## src/hdl/fcsr_pkg.sv

```systemverilog
`default_nettype none

package fcsr_pkg;

   localparam int CHANNELS = 4;
   localparam int DUTY_W = 7;
   localparam int TARGET_W = 8;
   localparam int CH_IDX_W = (CHANNELS > 1) ? $clog2(CHANNELS) : 1;

   localparam logic ACTION_SET = 1'b0;
   localparam logic ACTION_TICK = 1'b1;

   localparam logic STATUS_OK = 1'b0;
   localparam logic STATUS_REJECT = 1'b1;

   localparam logic [DUTY_W-1:0] MAX_DUTY_RESET = 7'd100;

   typedef struct packed {
      logic                       action;
      logic signed [TARGET_W-1:0] target_left_back;
      logic signed [TARGET_W-1:0] target_right_back;
      logic signed [TARGET_W-1:0] target_left_front;
      logic signed [TARGET_W-1:0] target_right_front;
   } req_type;

   typedef struct packed {
      logic [DUTY_W-1:0] duty_left_back;
      logic [DUTY_W-1:0] duty_right_back;
      logic [DUTY_W-1:0] duty_left_front;
      logic [DUTY_W-1:0] duty_right_front;
      logic              status;
      logic              last;
   } rsp_type;

   typedef enum logic [1:0] {
      OUT_CURRENT,
      OUT_SUM,
      OUT_TARGET
   } out_src_type;

   typedef struct packed {
      logic                load_set;
      logic                scan;
      logic [CH_IDX_W-1:0] scan_idx;
      logic                div_step;
      logic                set_steps;
      logic                tick;
      logic                apply_targets;
      logic                out_load;
      out_src_type         out_src;
      logic                out_status;
      logic                out_last;
   } cmd_type;

   typedef struct packed {
      logic set_ok;
      logic steps_zero;
      logic steps_one;
      logic ramp_short;
   } stat_type;

endpackage

`default_nettype wire

```

## src/hdl/fcsr_datapath.sv

```systemverilog
`default_nettype none

module fcsr_datapath #(
   parameter int FRACTION_BITS = 16
) (
   input  wire logic                                clock,
   input  wire logic                                reset,
   input  wire logic                                csr_write_enable,
   input  wire logic [fcsr_pkg::DUTY_W-1:0]         csr_write_data,
   input  wire fcsr_pkg::req_type                   req_data,
   input  wire fcsr_pkg::cmd_type                   cmd,
   output fcsr_pkg::stat_type                       stat,
   output fcsr_pkg::rsp_type                        rsp_data
);

   localparam int CH = fcsr_pkg::CHANNELS;
   localparam int DW = fcsr_pkg::DUTY_W;
   localparam int LVL_W = DW + FRACTION_BITS;
   localparam int DIFF_W = LVL_W + 1;
   localparam int REM_W = LVL_W + 1;
   localparam int Q_W = FRACTION_BITS + 1;
   localparam int SUM_W = LVL_W + 1;
   localparam int STEPS_W = 8;

   logic [DW-1:0]      max_duty_ff;
   logic [LVL_W-1:0]   level_ff [CH];
   logic [DW-1:0]      target_ff [CH];
   logic [REM_W-1:0]   rem_ff [CH];
   logic [Q_W-1:0]     step_mag_ff [CH];
   logic               step_neg_ff [CH];
   logic [LVL_W-1:0]   max_ff;
   logic [STEPS_W-1:0] steps_ff;
   fcsr_pkg::rsp_type  rsp_ff;

   logic signed [fcsr_pkg::TARGET_W-1:0] tgt [CH];
   logic [CH-1:0]      tgt_ok;
   logic [DIFF_W-1:0]  diff [CH];
   logic [DIFF_W-1:0]  mag [CH];
   logic               div_ge [CH];
   logic [REM_W-1:0]   div_red [CH];
   logic [SUM_W-1:0]   sum_full [CH];
   logic [LVL_W-1:0]   sum [CH];
   logic [DW-1:0]      duty_sel [CH];
   logic [LVL_W-1:0]   scan_val;
   fcsr_pkg::rsp_type  rsp_in;

   always_comb begin
      tgt[0] = req_data.target_left_back;
      tgt[1] = req_data.target_right_back;
      tgt[2] = req_data.target_left_front;
      tgt[3] = req_data.target_right_front;
   end

   // validity, change and per-lane divider step
   always_comb begin
      for (int c = 0; c < CH; c++) begin
         tgt_ok[c] = !tgt[c][fcsr_pkg::TARGET_W-1] && (tgt[c][DW-1:0] <= max_duty_ff);
         diff[c] = {1'b0, tgt[c][DW-1:0], {FRACTION_BITS{1'b0}}} - {1'b0, level_ff[c]};
         mag[c] = diff[c][DIFF_W-1] ? (~diff[c] + 1'b1) : diff[c];
         div_ge[c] = rem_ff[c] >= {1'b0, max_ff};
         div_red[c] = div_ge[c] ? (rem_ff[c] - {1'b0, max_ff}) : rem_ff[c];
         if (step_neg_ff[c]) begin
            sum_full[c] = {1'b0, level_ff[c]} - {{(SUM_W-Q_W){1'b0}}, step_mag_ff[c]};
            sum[c] = sum_full[c][SUM_W-1] ? '0 : sum_full[c][LVL_W-1:0];
         end else begin
            sum_full[c] = {1'b0, level_ff[c]} + {{(SUM_W-Q_W){1'b0}}, step_mag_ff[c]};
            sum[c] = sum_full[c][LVL_W-1:0];
         end
      end
   end

   assign scan_val = rem_ff[cmd.scan_idx][LVL_W-1:0];

   assign stat.set_ok = &tgt_ok;
   assign stat.steps_zero = (steps_ff == '0);
   assign stat.steps_one = (steps_ff == STEPS_W'(1));
   assign stat.ramp_short = (max_ff[LVL_W-1:FRACTION_BITS] == '0);

   always_comb begin
      for (int c = 0; c < CH; c++) begin
         case (cmd.out_src)
            fcsr_pkg::OUT_SUM:    duty_sel[c] = sum[c][LVL_W-1:FRACTION_BITS];
            fcsr_pkg::OUT_TARGET: duty_sel[c] = target_ff[c];
            default:              duty_sel[c] = level_ff[c][LVL_W-1:FRACTION_BITS];
         endcase
      end
      rsp_in.duty_left_back = duty_sel[0];
      rsp_in.duty_right_back = duty_sel[1];
      rsp_in.duty_left_front = duty_sel[2];
      rsp_in.duty_right_front = duty_sel[3];
      rsp_in.status = cmd.out_status;
      rsp_in.last = cmd.out_last;
   end

   always_ff @(posedge clock) begin
      if (reset) begin
         max_duty_ff <= fcsr_pkg::MAX_DUTY_RESET;
      end else if (csr_write_enable) begin
         max_duty_ff <= csr_write_data;
      end
   end

   always_ff @(posedge clock) begin
      if (reset) begin
         steps_ff <= '0;
         for (int c = 0; c < CH; c++) begin
            level_ff[c] <= '0;
            target_ff[c] <= '0;
         end
      end else begin
         if (cmd.set_steps) begin
            steps_ff <= {{(STEPS_W-DW){1'b0}}, max_ff[LVL_W-1:FRACTION_BITS]};
         end else if (cmd.tick) begin
            steps_ff <= steps_ff - 1'b1;
         end
         for (int c = 0; c < CH; c++) begin
            if (cmd.load_set) begin
               target_ff[c] <= tgt[c][DW-1:0];
            end
            if (cmd.apply_targets) begin
               level_ff[c] <= {target_ff[c], {FRACTION_BITS{1'b0}}};
            end else if (cmd.tick) begin
               level_ff[c] <= sum[c];
            end
         end
      end
   end

   always_ff @(posedge clock) begin
      if (cmd.load_set) begin
         max_ff <= '0;
      end else if (cmd.scan && (scan_val > max_ff)) begin
         max_ff <= scan_val;
      end
      for (int c = 0; c < CH; c++) begin
         if (cmd.load_set) begin
            rem_ff[c] <= mag[c][REM_W-1:0];
            step_neg_ff[c] <= diff[c][DIFF_W-1];
         end else if (cmd.div_step) begin
            rem_ff[c] <= {div_red[c][REM_W-2:0], 1'b0};
            step_mag_ff[c] <= {step_mag_ff[c][Q_W-2:0], div_ge[c]};
         end
      end
      if (cmd.out_load) begin
         rsp_ff <= rsp_in;
      end
   end

   assign rsp_data = rsp_ff;

endmodule

`default_nettype wire

```

## src/hdl/fcsr_ctrl.sv

```systemverilog
`default_nettype none

module fcsr_ctrl #(
   parameter int FRACTION_BITS = 16
) (
   input  wire logic               clock,
   input  wire logic               reset,
   input  wire logic               req_valid,
   input  wire logic               req_action,
   input  wire logic               rsp_ready,
   input  wire fcsr_pkg::stat_type stat,
   output fcsr_pkg::cmd_type       cmd,
   output logic                    req_ready,
   output logic                    rsp_valid
);

   localparam int DCNT_W = $clog2(FRACTION_BITS + 1);
   localparam int IW = fcsr_pkg::CH_IDX_W;

   typedef enum logic [2:0] {
      ST_IDLE,
      ST_SCAN,
      ST_DECIDE,
      ST_DIVIDE,
      ST_LAST
   } state_type;

   state_type   state_ff, state_in;
   logic [IW-1:0]     scan_cnt_ff, scan_cnt_in;
   logic [DCNT_W-1:0] div_cnt_ff, div_cnt_in;
   logic              rsp_valid_ff, rsp_valid_in;
   logic              out_free;
   logic              accept;

   assign out_free = !rsp_valid_ff || rsp_ready;
   assign req_ready = (state_ff == ST_IDLE) && out_free;
   assign accept = req_valid && req_ready;
   assign rsp_valid = rsp_valid_ff;

   always_comb begin
      state_in = state_ff;
      scan_cnt_in = scan_cnt_ff;
      div_cnt_in = div_cnt_ff;
      cmd = '0;
      cmd.out_src = fcsr_pkg::OUT_CURRENT;
      cmd.out_status = fcsr_pkg::STATUS_OK;
      cmd.scan_idx = scan_cnt_ff;
      unique case (state_ff)
         ST_IDLE: begin
            if (accept) begin
               if (req_action == fcsr_pkg::ACTION_SET) begin
                  if (stat.set_ok) begin
                     cmd.load_set = 1'b1;
                     scan_cnt_in = '0;
                     state_in = ST_SCAN;
                  end else begin
                     cmd.out_load = 1'b1;
                     cmd.out_status = fcsr_pkg::STATUS_REJECT;
                  end
               end else if (!stat.steps_zero) begin
                  cmd.tick = 1'b1;
                  cmd.out_load = 1'b1;
                  cmd.out_src = fcsr_pkg::OUT_SUM;
                  if (stat.steps_one) begin
                     state_in = ST_LAST;
                  end
               end
            end
         end
         ST_SCAN: begin
            cmd.scan = 1'b1;
            scan_cnt_in = scan_cnt_ff + 1'b1;
            if (scan_cnt_ff == IW'(fcsr_pkg::CHANNELS - 1)) begin
               state_in = ST_DECIDE;
            end
         end
         ST_DECIDE: begin
            cmd.set_steps = 1'b1;
            cmd.out_load = 1'b1;
            if (stat.ramp_short) begin
               cmd.apply_targets = 1'b1;
               cmd.out_src = fcsr_pkg::OUT_TARGET;
               cmd.out_last = 1'b1;
               state_in = ST_IDLE;
            end else begin
               div_cnt_in = '0;
               state_in = ST_DIVIDE;
            end
         end
         ST_DIVIDE: begin
            cmd.div_step = 1'b1;
            div_cnt_in = div_cnt_ff + 1'b1;
            if (div_cnt_ff == DCNT_W'(FRACTION_BITS)) begin
               state_in = ST_IDLE;
            end
         end
         ST_LAST: begin
            if (out_free) begin
               cmd.apply_targets = 1'b1;
               cmd.out_load = 1'b1;
               cmd.out_src = fcsr_pkg::OUT_TARGET;
               cmd.out_last = 1'b1;
               state_in = ST_IDLE;
            end
         end
         default: begin
            state_in = ST_IDLE;
         end
      endcase
      if (cmd.out_load) begin
         rsp_valid_in = 1'b1;
      end else if (rsp_ready) begin
         rsp_valid_in = 1'b0;
      end else begin
         rsp_valid_in = rsp_valid_ff;
      end
   end

   always_ff @(posedge clock) begin
      if (reset) begin
         state_ff <= ST_IDLE;
         scan_cnt_ff <= '0;
         div_cnt_ff <= '0;
         rsp_valid_ff <= 1'b0;
      end else begin
         state_ff <= state_in;
         scan_cnt_ff <= scan_cnt_in;
         div_cnt_ff <= div_cnt_in;
         rsp_valid_ff <= rsp_valid_in;
      end
   end

endmodule

`default_nettype wire

```

## src/hdl/four_channel_speed_ramp_core.sv

```systemverilog
// Four-channel linear duty ramp. A set beat with four in-range targets
// restarts the ramp from the present duties: the largest change sets the
// step count, and each channel gets its own Q1.FRACTION_BITS increment.
// Each tick beat then advances one step and returns the truncated duties;
// the last step returns a second beat with the exact targets and last set.
// Out-of-range targets return one beat with status set and change nothing;
// a tick with no ramp under way returns nothing. A set beat holds the input
// closed while it is taken, each channel is scanned in turn for the
// largest change, the step count is decided, and the per-channel restoring
// dividers, retiring one quotient bit per cycle, form the increments; a
// change under one duty step applies and returns the targets at once.
// The target beat that ends a ramp waits for the output register. A new
// beat is taken only while the output register is empty or being emptied.
`default_nettype none

module four_channel_speed_ramp_core #(
   parameter int FRACTION_BITS = 16
) (
   input  wire logic                        clock,
   input  wire logic                        reset,
   input  wire logic                        req_valid,
   output logic                             req_ready,
   input  wire fcsr_pkg::req_type           req_data,
   output logic                             rsp_valid,
   input  wire logic                        rsp_ready,
   output fcsr_pkg::rsp_type                rsp_data,
   input  wire logic                        csr_write_enable,
   input  wire logic [fcsr_pkg::DUTY_W-1:0] csr_write_data
);

   fcsr_pkg::cmd_type  cmd;
   fcsr_pkg::stat_type stat;

   fcsr_ctrl #(
      .FRACTION_BITS(FRACTION_BITS)
   ) u_ctrl (
      .clock      (clock),
      .reset      (reset),
      .req_valid  (req_valid),
      .req_action (req_data.action),
      .rsp_ready  (rsp_ready),
      .stat       (stat),
      .cmd        (cmd),
      .req_ready  (req_ready),
      .rsp_valid  (rsp_valid)
   );

   fcsr_datapath #(
      .FRACTION_BITS(FRACTION_BITS)
   ) u_datapath (
      .clock            (clock),
      .reset            (reset),
      .csr_write_enable (csr_write_enable),
      .csr_write_data   (csr_write_data),
      .req_data         (req_data),
      .cmd              (cmd),
      .stat             (stat),
      .rsp_data         (rsp_data)
   );

`ifndef SYNTH
   // a beat is taken only when the output register can take its result
   assert property (@(posedge clock) disable iff (reset)
      (req_valid && req_ready) |-> (!rsp_valid || rsp_ready))
      else $error("input beat taken while output register is blocked");

   // the final target beat of a ramp never carries a reject
   assert property (@(posedge clock) disable iff (reset)
      (rsp_valid && rsp_data.last) |-> (rsp_data.status == fcsr_pkg::STATUS_OK))
      else $error("last beat carries reject status");

   // a good set keeps the input closed on the following cycle
   assert property (@(posedge clock) disable iff (reset)
      (req_valid && req_ready && (req_data.action == fcsr_pkg::ACTION_SET)
       && !$past(reset)) |=> (!req_ready || rsp_valid))
      else $error("input reopened right after a set beat");
`endif

endmodule

`default_nettype wire
```

## config.mk

```make
export PLATFORM = sky130hd
export DESIGN_NAME = four_channel_speed_ramp_core
export DESIGN_NICKNAME = d
export VERILOG_FILES = /design/src/hdl/fcsr_pkg.sv /design/src/hdl/fcsr_datapath.sv /design/src/hdl/fcsr_ctrl.sv /design/src/hdl/four_channel_speed_ramp_core.sv
export SDC_FILE = /design/constraint.sdc
export NUM_CORES = 1
export LEC_CHECK = 0
export BUFFER_PORTS_ARGS = -buffer_cell sky130_fd_sc_hd__buf_2
export CORE_ASPECT_RATIO = 0.75
export CORE_MARGIN = 1
export CORE_UTILIZATION = 35
export CTS_CLUSTER_DIAMETER = 60
export DETAILED_ROUTE_END_ITERATION = 8
export PLACE_DENSITY_LB_ADDON = 0.1
export SLEW_MARGIN = 40
export SYNTH_ARGS = -nofsm -noshare
export SYNTH_HDL_FRONTEND = slang
export SYNTH_SLANG_ARGS = --single-unit
```

## constraint.sdc

```tcl
create_clock -name clock -period 5.2 [get_ports clock]
set_input_delay 0.52 -clock clock [delete_from_list [all_inputs] [get_ports clock]]
set_output_delay 0.52 -clock clock [all_outputs]
set_load 0.005 [all_outputs]
```

==> results.py, run 1 <==
metrics = {
    "outcome": {
        "outcome": "completed",
    },
    "logic_synthesis": {
        "synth_warnings": 0,
        "synth_cell_type_count": 95,
        "synth_top_cells_by_area": "edfxtp_1, ha_1, a21oi_1, nor2_1, o21ai_0",
        "synth_seq_area_share": 0.3097,
        "ys_dominant_reg_cell": "edfxtp_1",
        "synth_top_area_share": 0.2791,
        "synth_edf_count": 317,
        "synth_cells": 3998,
        "postSynthNetCount": 4376,
        "synth_area_leader": "edfxtp_1",
        "cell_area_after_synthesis_um2": 34100,
        "yosys_register_bits": 369,
        "yosysMostFrequentCell": "nor2_1",
        "asyncSetResetFlopFracSynth": 0,
        "yosys-top-cells-count": "nor2_1, a21oi_1, ha_1",
        "syn_area_per_cell_um2": 8.530,
    },
    "global_route": {
        "first_pass_grt_wire_length_um": 182000,
        "antenna_found_initial": 2,
        "grt_overflow": 0,
        "grt_start_max_net_pins": 87,
        "number_of_global_route_vias_before_repair": 28820,
        "grt.total_usage": 0.2388,
    },
    "worst_hold_path": {
        "timing.hold.worst.class": "in -> reg",
        "hold_ep": "u_datapath.max_duty_ff[2]",
        "worst_hold_startpoint": "csr_write_data[2]",
        "min_delay_path_depth": 3,
    },
    "critical_path": {
        "critical-path-slowest-cell": "or4b_1",
        "critical_path_launch_point_type": "register",
        "timing.reg2reg.worst_path_depth": 11,
        "crit-reg2reg-launch": "u_datapath.level_ff[3][0]",
        "worst_ep_arrival_time_ns": 4.52,
        "timing.critical_path.fanout_max": 8,
        "worst-path-buf-inv": 1,
        "timing.critical_path.required_ns": 5.52,
        "timing.rr.end": "u_datapath.rem_ff[3][19]",
        "r2r_slack_ns": 1.00,
        "endpoint_type_of_the_worst_setup_path": "register",
        "critical_path_class": "reg -> reg",
        "timing.critical_path.slowest_cell_delay_ns": 0.56,
        "path_cells": "inv_1, ha_1, or4b_1, nor3_2, xnor2_1, o31ai_1, or4b_1, or2_1, o31ai_1, xor2_1, a22oi_1",
        "critical-path-top-delay-family": "simple AND/OR/NAND/NOR gates",
        "timing.critical_path.depth": 11,
    },
    "placed_design": {
        "number_of_i_o_port_buffers": 76,
        "dp.cells": 5254,
        "globalplace.congestion": 0.9080,
        "postPlaceCellArea_um2": 36050,
        "dp.final_hpwl_um": 91150,
        "pre_cts_ws_ns": 1.014,
    },
    "clock_tree": {
        "cts_inserted_buffers": 53,
        "ctsHoldBuffers": 0,
        "clk_pin_slew_ns": 0.06,
        "post_cts_buffers": 0,
        "clockRootBuffer": "clkbuf_16",
        "largest_buffer_count_on_any_clock_path": 3,
        "post_cts_resized": 0,
        "cts_htree_levels": 2,
        "cts_tree": "done",
        "cts.sinks": 369,
        "insertion_delay_ns": 0.64,
    },
    "sta": {
        "final_hold_viol_count": 0,
        "final_min_period_over_clock_period": 0.8072,
        "maxSlewViolCount": 0,
        "final_critical_path_setup_slack_ns": 1.003,
        "finalHoldWorstSlack_ns": 0.1178,
        "finalSetupTns_ns": 0,
        "finalWorstPathRequiredPeriod_ns": 4.197,
        "slew_headroom": 0.4635,
        "fmaxAchievable_mhz": 238.2,
        "grt_setup_unrepaired": "false",
        "clock-skew-final_ns": 0.02885,
        "setup_viol": 0,
        "worst_pin_slew_ns": 0.7844,
    },
    "layout": {
        "multi_input_comb_area_um2": 21930,
        "design.final.nets": 4387,
        "stdcell_count": 5353,
        "num_antenna_cells": 0,
        "syn2layout_area_growth_pct": 11.05,
        "seq_area_um2": 10560,
        "finalInstanceArea_um2": 37870,
        "filler_cell_count": 9883,
        "post_route_cells_drive_above_1_share": 0.08389,
    },
    "die": {
        "core_area_um2": 95890,
        "dieHeight_um": 272.3,
        "dieArea_um2": 98700,
        "rows": 98,
        "io_pins": 77,
        "start_util": 0.3557,
        "fp.dieW_um": 362.4,
    },
    "detailed_routing": {
        "drt-vias-per-instance": 5.758,
        "total_number_of_vias": 30820,
        "routed_wl_um": 120200,
        "dr.first_iter.drc_count": 2719,
        "drt_pass_1_iters": 5,
        "wirelength_per_cell_um": 22.45,
        "detail_route_antenna_nets": 0,
        "drcViolationCount": 0,
    },
    "power_and_ir_drop": {
        "worst_ir_drop_vdd_mv": 0.2321,
        "cellPowerDensity_nw_per_um2": 493.0,
        "leakage_nw": 15.38,
    },
    "flow_run": {
        "drv.max_cap_violation_count": 0,
    },
}
## layer usage
| layer | up-vias | global-route usage | share of wire |
|---|---|---|---|
| li1 | 14970 | - | - |
| met1 | 14780 | 0.3563 | 0.50 |
| met2 | 891 | 0.3428 | 0.40 |
| met3 | 173 | 0.03983 | 0.062 |
| met4 | 2 | 0.07995 | 0.034 |
| met5 | - | 0.01004 | 0.0011 |
## layout by cell type, fill, tap and decap left out, types with 52 or more instances in the layout
cell and count:
nand4_1 53, buf_2 76, nor3_1 128, nand2_1 282, o31ai_1 61, dfxtp_1 52, nand2b_1 55, a211oi_1 78
o21a_1 54, xor2_1 83, inv_1 248, a21o_1 89, ha_1 321, xnor2_1 139, a21oi_1 362, clkbuf_16 55
o21ai_0 244, nor2b_1 57, edfxtp_1 317, nor2_1 366, buf_4 68, nand3_1 84, and3_1 68
## how the worst max path moves through the flow
stage                                    startpoint                        to  slack [ns]
after floorplan                        req_data[29]   u_datapath.rem_ff[0][0]        0.41
after global placement    u_datapath.level_ff[3][0]  u_datapath.rem_ff[3][19]        1.02
after detailed placement  u_datapath.level_ff[3][0]  u_datapath.rem_ff[3][19]        1.01
after CTS                 u_datapath.level_ff[3][0]  u_datapath.rem_ff[3][19]        1.02
after global routing      u_datapath.level_ff[3][0]  u_datapath.rem_ff[3][19]        0.69
final                     u_datapath.level_ff[3][0]  u_datapath.rem_ff[3][19]        1.00
## cells by family (layout without fill, tap and decap cells)
logic type,count (synthesis),after routing,synth area share
buf+inv,447,502,0.05056
compound gates,1282,1282,0.2460
fa+ha+maj,333,333,0.1248
flops,369,369,0.3097
simple gates,1285,1285,0.1855
mux,59,59,0.02590
xor+xnor,223,223,0.05749
## power by group
| part | leakage, nW | total [mW] | internal (mW) | switching (mW) |
|---|---|---|---|---|
| logic | 11.0 | 10.1 | 3.88 | 6.25 |
| registers | 3.50 | 4.70 | 4.01 | 0.687 |
| clock network | 0.877 | 3.83 | 2.28 | 1.55 |
| total | 15.4 | 18.7 | 10.2 | 8.49 |
## worst min-delay path, stage by stage
cell and delay [ns]:
buf_2 0.08, nand2_1 0.04, o211ai_1 0.06
## through the flow
step / util / power (mW)
after floorplan: - / 11.69
after global placement: 0.3758 / 14.78
after detailed placement: 0.3759 / 14.76
after CTS: 0.3949 / 18.68
after global routing: 0.3949 / 20.02
final: 0.3949 / 18.67
## registers in the layout, indices dropped and copies added (netlist names), named ones only
| name | count |
|---|---|
| u_ctrl.state_ff | 3 |
| u_datapath.rem_ff | 96 |
| u_ctrl.rsp_valid | 1 |
| u_datapath.step_mag_ff | 68 |
| u_datapath.step_neg_ff | 4 |
| u_datapath.rsp_data | 30 |
| u_ctrl.div_cnt_ff | 5 |
| u_datapath.steps_ff | 8 |
| u_datapath.level_ff | 92 |
| u_datapath.max_ff | 23 |
| u_datapath.max_duty_ff | 7 |
| u_ctrl.scan_cnt_ff | 2 |
| u_datapath.target_ff | 28 |
## layout make-up
class / instances / share of cell area
multi-input combinational: 3182 / 0.5792
inverter: 255 / 0.02547
sequential: 369 / 0.2789
tap: 1300 / 0.04295
clock buffer: 64 / 0.03803
timing repair buffer: 148 / 0.02564
clock inverter: 35 / 0.009879
Note: power is estimated with default switching activity, not from simulation.
==> inputs of run 2 (changes only) <==
==> constraint.sdc (replaced) <==
create_clock -name clock -period 4.2 [get_ports clock]
set_input_delay 0.42 -clock clock [delete_from_list [all_inputs] [get_ports clock]]
set_output_delay 0.42 -clock clock [all_outputs]
set_load 0.005 [all_outputs]
==> run 2 against run 1 <==
Cell count increased by 1.7%. Clock-buffer cell count fell by 3. Wire length is 2.5% higher. Setup slack got worse by 0.77 ns. Largest power group unchanged. Register-to-register slack lost 0.77 ns. Die area unchanged.
==> results.py, run 2 (same netlist as run 1, synthesis figures left out) <==
metrics = {
    "outcome": {
        "outcome": "completed",
    },
    "detailed_routing": {
        "dr.first_iter.drc_count": 2996,
        "detail_route_antenna_nets": 0,
        "drt_pass_1_iters": 6,
        "total_number_of_vias": 31520,
        "wirelength_per_cell_um": 22.63,
        "met2_length_um": 51420,
        "routed_wl_um": 123200,
        "drcViolationCount": 0,
        "drt-vias-per-instance": 5.789,
        "route.layer.met1.wl_um": 62320,
        "routed.top_layer": "met5",
        "met3WireLength_um": 7683,
    },
    "layout": {
        "largest-register": "u_datapath.rem_ff",
        "finalInstanceArea_um2": 38600,
        "filler_cell_count": 9849,
        "design.final.nets": 4477,
        "flip_flop_count_of_the_largest_register_all_copies_and_words_added": 96,
        "mostFrequentLayoutCells": "nor2_1, a21oi_1, ha_1",
        "num_antenna_cells": 0,
        "syn2layout_area_growth_pct": 13.20,
        "post_route_cells_drive_above_1_share": 0.1028,
        "reg_top3": "u_datapath.rem_ff: 96 flops, u_datapath.level_ff: 92 flops, u_datapath.step_mag_ff: 68 flops",
        "mostFrequentLayoutCell": "nor2_1",
    },
    "global_route": {
        "antenna_found_initial": 4,
        "grt.total_usage": 0.2444,
        "first_pass_grt_wire_length_um": 186500,
        "number_of_global_route_vias_before_repair": 29130,
        "grt_start_max_net_pins": 116,
        "grt_overflow": 0,
    },
    "die": {
        "core_area_um2": 95890,
        "fp.dieW_um": 362.4,
        "io_pins": 77,
        "dieArea_um2": 98700,
        "start_util": 0.3557,
        "rows": 98,
        "dieHeight_um": 272.3,
    },
    "critical_path": {
        "worst_ep_arrival_time_ns": 4.37,
        "path_cells": "inv_1, ha_1, or4b_2, nor3_2, nand3_1, a31o_2, a21oi_1, or4b_1, o21ai_0, xor2_1, nand2_1, and3_1",
        "endpoint_type_of_the_worst_setup_path": "register",
        "timing.critical_path.required_ns": 4.60,
        "timing.critical_path.fanout_max": 6,
        "critical-path-slowest-cell": "or4b_2",
        "timing.critical_path.slowest_cell_delay_ns": 0.67,
        "critical_path_class": "reg -> reg",
        "critical_path_launch_point_type": "register",
    },
    "sta": {
        "slew_headroom": 0.4658,
        "worst_pin_slew_ns": 0.8013,
        "clock-skew-final_ns": 0.03311,
        "final_min_period_over_clock_period": 0.9442,
        "final_hold_viol_count": 0,
        "fmaxAchievable_mhz": 252.2,
        "maxSlewViolCount": 0,
        "setup_viol": 0,
        "finalWorstPathRequiredPeriod_ns": 3.965,
        "finalSetupTns_ns": 0,
        "grt_setup_unrepaired": "false",
    },
    "placed_design": {
        "postPlaceCellArea_um2": 36820,
        "number_of_i_o_port_buffers": 76,
        "globalplace.congestion": 0.9295,
        "dp.final_hpwl_um": 94950,
    },
    "clock_tree": {
        "largest_buffer_count_on_any_clock_path": 3,
        "clk_pin_slew_ns": 0.06,
        "cts_tree": "done",
        "cts.sinks": 369,
        "cts_inserted_buffers": 53,
        "insertion_delay_ns": 0.65,
        "clockRootBuffer": "clkbuf_16",
        "cts_htree_levels": 2,
    },
    "power_and_ir_drop": {
        "leakage_nw": 15.82,
        "cellPowerDensity_nw_per_um2": 603.8,
        "worst_ir_drop_vdd_mv": 0.3218,
    },
    "worst_hold_path": {
        "timing.hold.worst.class": "in -> reg",
    },
    "flow_run": {
        "drv.max_cap_violation_count": 0,
    },
}
[run 2: critical path: cells and delay by family, from the launching register on]
kind / cells / cell delay (ns)
compound gates: 3 / 0.69
xor+xnor: 1 / 0.16
fa+ha+maj: 1 / 0.26
buf+inv: 1 / 0.16
flops: 1 / 0.47
simple gates: 6 / 1.97
[run 2: final cells by class]
class	count	area, um^2	share of cell area
flip-flops and latches	369	10560	0.2735
clock inverters	39	314.1	0.008135
well taps	1300	1627	0.04213
clock buffers	61	1409	0.03649
inverters	255	964.7	0.02499
multi-input cells	3182	21940	0.5682
repair buffers	238	1794	0.04648
[run 2: metrics by stage]
step / instances / util / hold WS (ns) / setup slack [ns] / power, mW
floorplan: 3998 / - / 0.4319 / 0.2184 / 14.48
global placement: 5339 / 0.3838 / 0.4562 / 0.2448 / 18.66
detailed placement: 5340 / 0.3839 / 0.4559 / 0.1732 / 18.62
CTS: 5444 / 0.4023 / 0.005873 / 0.1779 / 23.28
global route: 5444 / 0.4026 / 0.03617 / 0.02181 / 24.94
finish: 5444 / 0.4026 / 0.03417 / 0.2345 / 23.31
[run 2: worst paths after layout]
kind / slack, ns / depth (start not counted) / end / startpoint
setup / recovery: 0.23 / 12 / u_datapath.rem_ff[0][22] / u_datapath.level_ff[0][0]
hold / removal: 0.03 / 3 / u_datapath.max_duty_ff[2] / csr_write_data[2]
setup reg to reg: 0.23 / 12 / u_datapath.rem_ff[0][22] / u_datapath.level_ff[0][0]
hold reg to reg: 0.46 / 2 / u_datapath.steps_ff[6] / u_datapath.max_ff[22]
[run 2: report_power, final]
group / switching [mW] / leakage (nW) / internal (mW)
sequential: 0.640 / 3.50 / 4.96
combinational: 8.03 / 11.5 / 5.14
clock: 1.98 / 0.831 / 2.56
[run 2: layer usage]
metal  global-route usage  vias to the layer above
met2               0.3592                      942
met5                    0                        -
li1                     -                    15160
met4              0.04319                        2
met3              0.02946                      105
met1               0.3803                    15310
[run 2: what timing repair did]
| item | CTS | global route |
|---|---|---|
| resized for setup | 0 | 4 |
| buffers inserted | 0 | 0 |
| setup endpoints to repair | 0 | 7 |
| hold buffers | 4 | 0 |
| endpoints found under the hold margin | 4 | 0 |
